--- src/rtl/core/cpfd_pkg.sv ---
// cpfd_pkg: types and constants for the color pulse frame decoder
// no dependencies; imported by color_pulse_frame_decoder
package cpfd_pkg;

  localparam int unsigned TS_W    = 32;
  localparam int unsigned GAP_W   = 16;
  localparam int unsigned BYTE_W  = 8;
  localparam int unsigned NUM_CH  = 4;

  localparam logic [GAP_W-1:0] GAP_THRESHOLD_RESET = 16'd122;

  // decoder phase; codes 5 to 7 are never entered
  typedef enum logic [2:0] {
    PH_HUNT   = 3'd0,
    PH_RED    = 3'd1,
    PH_GREEN  = 3'd2,
    PH_BLUE   = 3'd3,
    PH_BRIGHT = 3'd4
  } phase_t;

  typedef struct packed {
    logic            pin_level;
    logic [TS_W-1:0] now_ms;
  } in_item_t;

  typedef struct packed {
    logic [BYTE_W-1:0] red_value;
    logic [BYTE_W-1:0] green_value;
    logic [BYTE_W-1:0] blue_value;
    logic [BYTE_W-1:0] bright_value;
    logic              frame_done;
  } out_item_t;

endpackage

--- src/rtl/core/color_pulse_frame_decoder.sv ---
// color_pulse_frame_decoder: one-wire color sensor pulse frame decoder
// depends on cpfd_pkg for the request types, phase enum and reset constants
//
// usage
//  - input channel (in_valid / in_ready / in_data) takes one line sample per
//    request: pin_level and a wrapping millisecond timestamp now_ms
//  - output channel (out_valid / out_ready / out_data) returns exactly one
//    result per input request: the four stored channel bytes and frame_done,
//    which is set on the request that stored the brightness slot
//  - cfg_we / cfg_wdata write the gap threshold in ms; write only while idle
//  - path: the accepting edge loads the input register, and the decode step
//    then moves the request into the result register once that is free or
//    being emptied
//  - throughput: one request per cycle unless the receiver stalls; the decode
//    step is one 32-bit subtract, compare and add between the two registers
//  - when the receiver stalls, the result register holds and the input
//    register still takes one more request; in_ready drops only when both
//    are full
//  - synchronous reset clears the decoder to hunting, all sums, timestamps
//    and channel bytes to zero, and the threshold to 122 ms
module color_pulse_frame_decoder
  import cpfd_pkg::*;
(
  input  logic             clk,
  input  logic             rst,
  input  logic             in_valid,
  output logic             in_ready,
  input  in_item_t         in_data,
  output logic             out_valid,
  input  logic             out_ready,
  output out_item_t        out_data,
  input  logic             cfg_we,
  input  logic [GAP_W-1:0] cfg_wdata
);

  // configuration
  logic [GAP_W-1:0] gap_threshold;

  // input register
  in_item_t in_q;
  logic     in_q_valid;

  // decoder state
  phase_t            phase, phase_next;
  logic [TS_W-1:0]   mark_time, mark_time_next;
  logic [TS_W-1:0]   low_sum, low_sum_next;
  logic [TS_W-1:0]   high_sum, high_sum_next;
  logic              in_slot, in_slot_next;
  logic              slot_ending, slot_ending_next;
  logic [BYTE_W-1:0] chan [NUM_CH];
  logic [BYTE_W-1:0] chan_next [NUM_CH];
  logic              done_next;

  // step operands
  logic            high;
  logic [TS_W-1:0] elapsed;
  logic            gap_seen;
  logic            advance;

  // the step fires when a sample is held and the result slot is free or
  // being emptied this cycle
  assign advance  = in_q_valid && (!out_valid || out_ready);
  assign in_ready = !in_q_valid || advance;

  assign high     = in_q.pin_level;
  assign elapsed  = in_q.now_ms - mark_time;  // wraps modulo 2^32
  assign gap_seen = elapsed > {{(TS_W-GAP_W){1'b0}}, gap_threshold};

  always_ff @(posedge clk) begin
    if (rst) begin
      gap_threshold <= GAP_THRESHOLD_RESET;
    end else if (cfg_we) begin
      gap_threshold <= cfg_wdata;
    end
  end

  // input register
  always_ff @(posedge clk) begin
    if (rst) begin
      in_q_valid <= 1'b0;
    end else if (in_ready) begin
      in_q_valid <= in_valid;
    end
  end

  always_ff @(posedge clk) begin
    if (in_ready && in_valid) begin
      in_q <= in_data;
    end
  end

  // phase sequencing: gap arms red, each stored slot steps to the next color
  always_comb begin
    phase_next = phase;
    if (phase == PH_HUNT) begin
      if (high && gap_seen) begin
        phase_next = PH_RED;
      end
    end else if (in_slot && !high && slot_ending) begin
      case (phase)
        PH_RED:    phase_next = PH_GREEN;
        PH_GREEN:  phase_next = PH_BLUE;
        PH_BLUE:   phase_next = PH_BRIGHT;
        PH_BRIGHT: phase_next = PH_HUNT;
        default:   phase_next = phase;
      endcase
    end
  end

  // slot timing and channel store
  always_comb begin
    mark_time_next   = mark_time;
    low_sum_next     = low_sum;
    high_sum_next    = high_sum;
    in_slot_next     = in_slot;
    slot_ending_next = slot_ending;
    done_next        = 1'b0;
    for (int i = 0; i < NUM_CH; i++) begin
      chan_next[i] = chan[i];
    end

    if (phase == PH_HUNT) begin
      in_slot_next     = 1'b0;
      slot_ending_next = 1'b0;
      if (!high) begin
        mark_time_next = in_q.now_ms;
      end
    end else if (in_slot) begin
      if (!high) begin
        if (slot_ending) begin
          // falling edge after an ending slot: store the low time byte
          case (phase)
            PH_RED:    chan_next[0] = low_sum[BYTE_W-1:0];
            PH_GREEN:  chan_next[1] = low_sum[BYTE_W-1:0];
            PH_BLUE:   chan_next[2] = low_sum[BYTE_W-1:0];
            PH_BRIGHT: begin
              chan_next[3] = low_sum[BYTE_W-1:0];
              done_next    = 1'b1;
            end
            default:   done_next = 1'b0;
          endcase
          slot_ending_next = 1'b0;
          low_sum_next     = '0;
          high_sum_next    = '0;
        end else begin
          low_sum_next = low_sum + elapsed;
        end
      end else begin
        // high with both sums running marks the end of the slot
        if (low_sum != '0 && high_sum != '0) begin
          slot_ending_next = 1'b1;
        end
        high_sum_next = high_sum + elapsed;
      end
      mark_time_next = in_q.now_ms;
    end else if (!high) begin
      // first falling level after arming opens a slot
      mark_time_next = in_q.now_ms;
      in_slot_next   = 1'b1;
      low_sum_next   = '0;
      high_sum_next  = '0;
    end
  end

  always_ff @(posedge clk) begin
    if (rst) begin
      phase       <= PH_HUNT;
      mark_time   <= '0;
      low_sum     <= '0;
      high_sum    <= '0;
      in_slot     <= 1'b0;
      slot_ending <= 1'b0;
      for (int i = 0; i < NUM_CH; i++) begin
        chan[i] <= '0;
      end
    end else if (advance) begin
      phase       <= phase_next;
      mark_time   <= mark_time_next;
      low_sum     <= low_sum_next;
      high_sum    <= high_sum_next;
      in_slot     <= in_slot_next;
      slot_ending <= slot_ending_next;
      for (int i = 0; i < NUM_CH; i++) begin
        chan[i] <= chan_next[i];
      end
    end
  end

  // result register
  always_ff @(posedge clk) begin
    if (rst) begin
      out_valid <= 1'b0;
    end else if (advance) begin
      out_valid <= 1'b1;
    end else if (out_ready) begin
      out_valid <= 1'b0;
    end
  end

  always_ff @(posedge clk) begin
    if (advance) begin
      out_data.red_value    <= chan_next[0];
      out_data.green_value  <= chan_next[1];
      out_data.blue_value   <= chan_next[2];
      out_data.bright_value <= chan_next[3];
      out_data.frame_done   <= done_next;
    end
  end

`ifndef ASSERT_OFF
  a_done_returns_to_hunt: assert property (@(posedge clk) disable iff (rst)
    advance && done_next |=> phase == PH_HUNT)
    else $error("frame done without return to hunting");

  a_ending_inside_slot: assert property (@(posedge clk) disable iff (rst)
    slot_ending |-> in_slot && phase != PH_HUNT)
    else $error("slot ending flag outside an open slot");

  a_step_fills_result: assert property (@(posedge clk) disable iff (rst)
    advance |=> out_valid)
    else $error("decode step did not load the result register");

  a_state_holds_when_idle: assert property (@(posedge clk) disable iff (rst)
    !advance |=> $stable(phase) && $stable(mark_time) && $stable(low_sum))
    else $error("decoder state changed without a step");
`endif

endmodule

--- config.mk ---
export PLATFORM = sky130hd
export DESIGN_NAME = color_pulse_frame_decoder
export DESIGN_NICKNAME = d
export VERILOG_FILES = /design/src/rtl/core/cpfd_pkg.sv /design/src/rtl/core/color_pulse_frame_decoder.sv
export SDC_FILE = /design/constraint.sdc
export NUM_CORES = 1
export LEC_CHECK = 0
export ABC_AREA = 1
export BUFFER_PORTS_ARGS = -buffer_cell sky130_fd_sc_hd__buf_2
export CAP_MARGIN = 40
export CELL_PAD_IN_SITES_DETAIL_PLACEMENT = 1
export CELL_PAD_IN_SITES_GLOBAL_PLACEMENT = 1
export CORE_MARGIN = 5
export CORE_UTILIZATION = 49
export DETAILED_ROUTE_END_ITERATION = 10
export PLACE_DENSITY_LB_ADDON = 0.12
export SYNTH_ARGS = -nofsm -noshare
export SYNTH_HDL_FRONTEND = slang
export SYNTH_SLANG_ARGS = --single-unit
--- constraint.sdc ---
create_clock -name clk -period 8.88 [get_ports clk]
set_input_delay 0.444 -clock clk [delete_from_list [all_inputs] [get_ports clk]]
set_output_delay 0.444 -clock clk [all_outputs]
set_load 0.01 [all_outputs]
Word-level counts from Yosys, hierarchy flattened

Memories as Yosys holds them, arrays and structs flattened.
Cells that the tools add are included.

Div/mod/pow operators: 0
Order comparisons: 1
Eq/ne operators: 8
Multiplexer cells: 41
Shift-type cells: 0
Bitwise operators: 8
Add/subtract/negate cells: 3
Reduce and logical (&&, ||, !) cells: 23
Multipliers: 0

Operators with widths:

| operator             | count |
|---|---|
| $mux W32             | 14 |
| $add A32 B32 Y32     | 2 |
| $mux W8              | 8 |
| $reduce_bool A32 Y1  | 2 |
| $gt A32 B16 Y1       | 1 |
| $sub A32 B32 Y32     | 1 |
| $mux W1              | 15 |
| $pmux W3 S4          | 1 |
| $mux W3              | 3 |
| $reduce_and A4 Y1    | 2 |
| $eq A3 B2 Y1 const B | 2 |
| $logic_and A1 B1 Y1  | 6 |
| $reduce_and A3 Y1    | 2 |
| $reduce_bool A2 Y1   | 3 |
| $reduce_bool A5 Y1   | 1 |
| $ne A2 B1 Y1 const B | 2 |
| $not A1 Y1           | 4 |
| $or A1 B1 Y1         | 4 |
| $reduce_or A4 Y1     | 1 |
| $eq A3 B1 Y1 const B | 1 |
| $eq A3 B3 Y1 const B | 1 |
| $logic_not A1 Y1     | 3 |
| $logic_not A3 Y1     | 1 |
| $ne A3 B1 Y1 const B | 1 |
| 2 further kinds      | 3 |

Memories: 1
ROM bits: 0
Flip-flop bits (word level): 185
Bits in latches: 0
Logic and storage cells: 101
Bits in writable memories: 32

Memory list:

| memory | depth | bits a word | rd ports | clocked after Yosys merged registers in | wr ports | RTL line                        | RTL |
|---|---|---|---|---|---|---|---|
| chan   | 4     | 8           | 4        | 0                                       | 4        | color_pulse_frame_decoder.sv:50 | `logic [BYTE_W-1:0] chan [NUM_CH];` |

Logic depth before layout (Yosys ltp)

Gate-level depths: netlist of the first run.

Depth after elaboration: 7
Depth in mapped cells: 28
Gate-level depth less buffers: 28

Worst setup path after synthesis of the first run

OpenSTA, ideal clock, no wires.

Kind: reg-to-reg
Start point: register in_q[0] (netlist name)
End point: register low_sum[30]
Period minus slack after synthesis: 3.232 ns
Cell stages (with the launch flop): 25
Slack: 5.648 ns
Arrival time: 3.100 ns
Path through: edfxtp_1 -> inv_1 -> ha_1 -> fa_1 -> inv_1 -> nand2_1 -> nand2_1 -> and2_1 -> nand3b_1 -> nand3_1 -> nand2_1 -> nand2_1 -> inv_1 -> ha_1 -> nand2_1 -> nor4_1 -> nand3_1 -> nand3_1 -> nand2_1 -> o211ai_1 -> nand2_1 -> nand2_1 -> a21oi_1 -> o21ai_0 -> a21oi_1

Longest elaborated chain between the ends: 5

Ends and longest elaborated chain:

| what                   | RTL line                         | RTL |
|---|---|---|
| from (decl)            | color_pulse_frame_decoder.sv:40  | `in_item_t in_q;` |
| from (signal assigned) | color_pulse_frame_decoder.sv:88  | `in_q <= in_data;` |
| $sub A32 B32 Y32       | color_pulse_frame_decoder.sv:66  | `assign elapsed = in_q.now_ms - mark_time;` |
| $add A32 B32 Y32       | color_pulse_frame_decoder.sv:146 | `low_sum_next = low_sum + elapsed;` |
| $mux W32               | color_pulse_frame_decoder.sv:130 | `if (slot_ending) begin` |
| $mux W32               | color_pulse_frame_decoder.sv:129 | `if (!high) begin` |
| $mux W32               | color_pulse_frame_decoder.sv:128 | `end else if (in_slot) begin` |
| to (signal assigned)   | color_pulse_frame_decoder.sv:179 | `low_sum <= low_sum_next;` |
| to (decl)              | color_pulse_frame_decoder.sv:46  | `logic [TS_W-1:0] low_sum, low_sum_next;` |

Every way passes these cells. The select of a mux whose other input is x is not followed.
A chain may end at the register's enable or synchronous reset.

Worst setup path in the final report of the first run

Start point: register in_q[10] (netlist name)
End point: register low_sum[30]

The elaborated chain is that of the path after synthesis.

==> impl_metrics.tcl, run 1 <==
set metrics [dict create \
    outcome "completed" \
    worst-path-max-fanout 5 \
    wl_per_cell_um 19.1 \
    viasPerCell 5.59 \
    syn_inst 1970 \
    gr-usage-met1_pct 36.1 \
    grt_pass1_wl_um 75200 \
    rsz0062_at_grt "no" \
    setup_violations 0 \
    antenna_found_initial 0 \
    p_switching_w 0.000869 \
    vdd_drop_max_mv 0.150 \
    yosysWarnings 0 \
    whs_ns 0.0731 \
    synth_common_cells "nand2_1, inv_1, a21oi_1" \
    postSynthNetCount 2140 \
    numClockSinks 217 \
    grt_pass1_vias 14400 \
    hold_path_class "primary input to register" \
    slew_headroom_pct 39.9 \
    antenna_cells 0 \
    seqPwrFrac_pct 40.0 \
    clock_latency_ns 0.55 \
    placementRows 62 \
    dp_hpwl_um 35700 \
    dr_total_vias 13800 \
    maxCapViolCount 0 \
    grt_usage_pct 28.2 \
    clockPowerShare_pct 38.4 \
    slew_viol_final 0 \
    post-route-util_pct 55.7 \
    crit_type "register to register" \
    internal_power_w 0.00189 \
    dp_slack_ns 4.47 \
    power_frac_comb_pct 21.6 \
    hold_start "in_data[27]" \
    post_cts_resized 0 \
    arrival_ns 4.97 \
    synth_edf_count 98 \
    power.density_nw_per_um2 173 \
    final.min_clock_period_ns 4.49 \
    drt_iter0_drc 843 \
    gp_congestion 0.976 \
    numCtsBuffers 25 \
    routed_wl_um 47100 \
    synth_top_area_share_pct 20.8 \
    use_met2_pct 50.4 \
    min_path_cells 1 \
    netlist_top_cells_area "edfxtp_1, dfxtp_1, nand2_1" \
    post-synth-top-count-cell "nand2_1" \
    ant_nets 0 \
    die_y_um 180 \
    ys_seq_area_share_pct 37.6 \
    syn_to_final_growth_pct 12.4 \
    cts-hold-fix-buffers 0 \
    grt_overflow_total 0 \
    setup_slack_ns 4.39 \
    worst_slew_pin_slew_ns 0.894 \
    drc 0 \
    path_clk_slew_ns 0.07 \
    clock_path_buffers 3 \
    leakage_nw 7.69 \
    synth.avg_cell_area_um2 7.20 \
    fp.dieArea_um2 32400 \
    end_kind "register" \
    hold_viol 0 \
    htree_levels 1 \
    grt.busiest_layer "met2" \
    reg2reg_slack_ns 4.39 \
    whs_endpoint "in_q[27]$_DFFE_PP_" \
    rr_worst_depth 20 \
    io_buffers 88 \
    fmax_mhz 223 \
    r2r_end "low_sum[30]$_SDFFE_PP0P_" \
    root_buffer "clkbuf_16" \
    fin_crit_sh_pct 50.6 \
    p_sw_share_pct 31.5 \
    worstPathRequired_ns 9.36 \
    start_util_pct 49.5 \
    drive_gt1_share_pct 9.34 \
    ios 89 \
    synth_ff_type "dfxtp_1" \
    skew_ns 0.0134 \
    die_w_um 180 \
    synth-seq-cells 217 \
    setup_tns_ns 0 \
    coreArea_um2 28600 \
    fillers 3783 \
    synth_cell_types 45 \
    cts_tree "yes" \
    synth_area_leader_cell "edfxtp_1" \
    grt_max_degree 74 \
    cp-start-kind "register" \
    dr.pass1.iters 5 \
    grt_use_met3_pct 3.37 \
    r2r-start "in_q[10]$_DFFE_PP_" \
    ys_async_sr_fraction_pct 0 \
    syn_area_um2 14200 \
    nNetsFinal 2229 \
    post_cts_buffers 0 \
]
[final cells by class]
class	count	area, um2	share of cell area, %
well taps	384	480	3.02
flip-flops and latches	217	5330	33.4
inverters	323	1210	7.61
clock buffers	35	683	4.29
clock inverters	11	148	0.927
multi-input cells	1392	7500	47.1
repair buffers	100	586	3.67
[power by group through the flow]
stage                     logic [W]  registers [W]  clock network, W
after floorplan            0.000378        0.00112                 0
after global placement     0.000552        0.00112                 0
after detailed placement   0.000580        0.00112                 0
after CTS                  0.000588        0.00110           0.00108
after global routing       0.000659        0.00111           0.00113
final                      0.000595        0.00110           0.00106
[flip-flops by register name, indices dropped and copies added, names as in the netlist]
signal         cells
chan              32
gap_threshold     16
high               1
high_sum          32
in_q              32
in_q_valid         1
in_slot            1
low_sum           32
mark_time         32
out_data          33
out_valid          1
phase              3
slot_ending        1
[stage by stage]
| step | std cells | instance area (um2) | power [W] |
|---|---|---|---|
| floorplan | 1970 | 14200 | 0.00150 |
| global placement | 2411 | 15000 | 0.00167 |
| detailed placement | 2416 | 15100 | 0.00170 |
| CTS | 2462 | 15900 | 0.00277 |
| global route | 2462 | 15900 | 0.00289 |
| finish | 2462 | 15900 | 0.00276 |
[worst max-delay path by stage]
stage                       startpoint  depth (start not counted)  slack, ns                       end
finish              in_q[10]$_DFFE_PP_                         20       4.39  low_sum[30]$_SDFFE_PP0P_
global route        in_q[10]$_DFFE_PP_                         20       4.09  low_sum[30]$_SDFFE_PP0P_
CTS                 in_q[10]$_DFFE_PP_                         20       4.47  low_sum[30]$_SDFFE_PP0P_
detailed placement  in_q[10]$_DFFE_PP_                         20       4.47  low_sum[30]$_SDFFE_PP0P_
global placement    in_q[10]$_DFFE_PP_                         20       4.54  low_sum[30]$_SDFFE_PP0P_
floorplan            in_q[0]$_DFFE_PP_                         24       5.65  low_sum[30]$_SDFFE_PP0P_
[routing by layer]
metal / up-vias / share of wire, %
met5: - / 0
met4: 0 / 2.9
met3: 69 / 4.7
met2: 299 / 48
met1: 6706 / 44
li1: 6679 / -
[critical path: stages (launching register included)]
cell and delay [ns]:
edfxtp_1 0.39, ha_1 0.40, nand2_1 0.18, inv_1 0.05
a21oi_1 0.34, nor2_1 0.12, nor2_1 0.10, nand2_1 0.11
xor2_1 0.66, ha_1 0.42, a21oi_1 0.21, o21ai_0 0.15
a211oi_1 0.33, nand3_1 0.21, nand2_1 0.10, o211ai_1 0.14
nand2_1 0.09, nand2_1 0.06, a21oi_1 0.11, o21ai_0 0.11
a21oi_1 0.13
[layout by cell type, fill, tap and decap left out, drive strengths merged, types with 2 or more instances in the layout]
cell type / instances
nand2: 459
inv: 323
a21oi: 217
nor2: 163
o21ai: 156
dfxtp: 119
nand3: 115
ha: 113
buf: 100
edfxtp: 98
clkbuf: 35
or2: 25
nor4: 20
nand4: 19
a21o: 17
nor3: 15
xor2: 13
o21bai: 11
o21a: 8
nand3b: 6
clkinv: 6
a31oi: 5
a221oi: 5
o211ai: 5
and2: 4
xnor2: 4
o22ai: 3
fa: 3
bufinv: 3
clkinvlp: 2
a21boi: 2
[cells by family after synthesis]
family | count (synthesis) | share of synthesized area (%)
XOR/XNOR | 17 | 1.10
adder cells (fa/ha/maj) | 116 | 10.4
AO/OA/AOI/OAI | 433 | 16.4
buffers and inverters | 361 | 9.57
flip-flops | 217 | 37.6
AND/OR/NAND/NOR | 826 | 25.0
Power figures use the tool's default switching activity.
==> run 2: changes to the inputs <==
CORE_UTILIZATION = 45   (was 49)
clock period = 4.4 ns   (was 8.88 ns; I/O delays follow)
==> impl_metrics.tcl, run 2 (same netlist as run 1, synthesis figures left out) <==
set metrics [dict create \
    dr_total_vias 13900 \
    nNetsFinal 2293 \
    worst-path-max-fanout 6 \
    fin_crit_sh_pct 93.2 \
    path_clk_slew_ns 0.06 \
    r2r-start "in_q[2]$_DFFE_PP_" \
    dp_slack_ns 0.216 \
    reg2reg_slack_ns 0.30 \
    clock_latency_ns 0.54 \
    grt_pass1_wl_um 78900 \
    hold_path_class "primary input to register" \
    maxCapViolCount 0 \
    leakage_nw 7.99 \
    coreArea_um2 31300 \
    final.min_clock_period_ns 4.10 \
    gp_congestion 0.945 \
    drc 0 \
    routed_wl_um 49000 \
    grt_usage_pct 27.5 \
    dp_hpwl_um 37200 \
    skew_ns 0.0119 \
    grt_overflow_total 0 \
    numClockSinks 217 \
    setup_tns_ns 0 \
    syn_to_final_growth_pct 17.3 \
    cp-start-kind "register" \
    grt_max_degree 44 \
    rsz0062_at_grt "no" \
    numCtsBuffers 26 \
    dr.pass1.iters 5 \
    outcome "completed" \
    root_buffer "clkbuf_16" \
    hold_viol 0 \
    antenna_cells 0 \
    post_cts_buffers 0 \
    largest_reg_flops 33 \
    arrival_ns 4.51 \
    slew_viol_final 0 \
    viasPerCell 5.45 \
    clock_path_buffers 3 \
    fmax_mhz 244 \
    ant_nets 0 \
    hold_start "cfg_wdata[7]" \
    power.density_nw_per_um2 337 \
    rr_worst_depth 19 \
    drive_gt1_share_pct 10.6 \
    final_common_cell "nand2_1" \
    io_buffers 88 \
    fp.dieArea_um2 35100 \
    die_y_um 187 \
    placementRows 65 \
    r2r_end "low_sum[21]$_SDFFE_PP0P_" \
    setup_violations 0 \
    end_kind "register" \
    htree_levels 1 \
    drt_iter0_drc 607 \
    slew_headroom_pct 43.0 \
    min_path_cells 3 \
    setup_slack_ns 0.297 \
    regMostFlops "out_data" \
    crit_type "register to register" \
    vdd_drop_max_mv 0.329 \
    worst_slew_pin_slew_ns 0.847 \
    ios 89 \
    wl_per_cell_um 19.3 \
    start_util_pct 45.3 \
    grt_pass1_vias 14600 \
    worstPathRequired_ns 4.81 \
    cts_tree "yes" \
    antenna_found_initial 0 \
    final_cell_mix "nand2_1, inv_1, a21oi_1" \
    die_w_um 187 \
    whs_endpoint "gap_threshold[7]$_SDFFE_PP0P_" \
]
==> run 2: how the worst max path moves through the flow <==
stage / depth (start not counted) / endpoint / slack (ns) / startpoint
after floorplan: 24 / low_sum[30]$_SDFFE_PP0P_ / 1.17 / in_q[0]$_DFFE_PP_
after global placement: 23 / high_sum[30]$_SDFFE_PP0P_ / 0.23 / in_q[3]$_DFFE_PP_
after detailed placement: 27 / phase[0]$_SDFFE_PP0P_ / 0.22 / in_q[3]$_DFFE_PP_
after CTS: 23 / high_sum[30]$_SDFFE_PP0P_ / 0.19 / in_q[3]$_DFFE_PP_
after global routing: 23 / high_sum[30]$_SDFFE_PP0P_ / 0.01 / in_q[3]$_DFFE_PP_
final: 19 / low_sum[21]$_SDFFE_PP0P_ / 0.30 / in_q[2]$_DFFE_PP_
==> run 2: metrics by stage <==
step           total power, W  area, um2  hold WS, ns  cells  utilization [%]
2_1_floorplan         0.00303      14200        0.319   1970                -
3_3_place_gp          0.00344      15200        0.397   2446             48.4
3_5_place_dp          0.00348      15300        0.398   2452             48.8
4_1_cts               0.00562      16600     0.000789   2545             52.9
5_1_grt               0.00587      16600       0.0303   2545             53.1
6_report              0.00560      16600       0.0183   2545             53.1
==> run 2: critical path, cell delays in order (launching register included) <==
cell	delay [ns]
edfxtp_1	0.42
ha_1	0.41
nand2_1	0.14
nand2_1	0.09
nand2_1	0.09
nand3_1	0.19
nand2_1	0.11
nand2_1	0.15
xor2_1	0.18
buf_4	0.19
ha_1	0.36
nand2_1	0.15
o21ai_0	0.20
a21oi_1	0.12
o21ai_0	0.49
a21oi_1	0.18
o21bai_1	0.25
a21oi_1	0.09
o21ai_0	0.09
a21oi_1	0.08
==> run 2: power by group <==
part | switching, W | leakage, nW | internal (W)
Combinational | 0.000869 | 5.64 | 0.000408
Sequential | 0.0000323 | 1.94 | 0.00219
Clock | 0.000884 | 0.408 | 0.00121
==> run 2: timing repair <==
| item | 4_1_cts | 5_1_grt |
|---|---|---|
| gates resized for setup | 0 | 13 |
| hold buffers | 45 | 0 |
| hold endpoints to repair | 45 | 0 |
| setup endpoints to repair | 0 | 10 |
==> run 2: layout make-up <==
cell class / instances / area [um2]
clock inverter: 13 / 100
clock buffer: 35 / 724
multi-input combinational: 1392 / 7560
inverter: 323 / 1210
timing repair buffer: 163 / 1190
fill: 4038 / 14700
sequential: 217 / 5330
tap: 402 / 503
==> run 2: metal layers <==
metal	global-route usage [%]	up-vias	wire length (um)
li1	-	6809	-
met1	35.9	6705	22100
met2	49.0	275	23800
met3	2.59	80	1710
met4	7.37	0	1390
met5	0	-	0
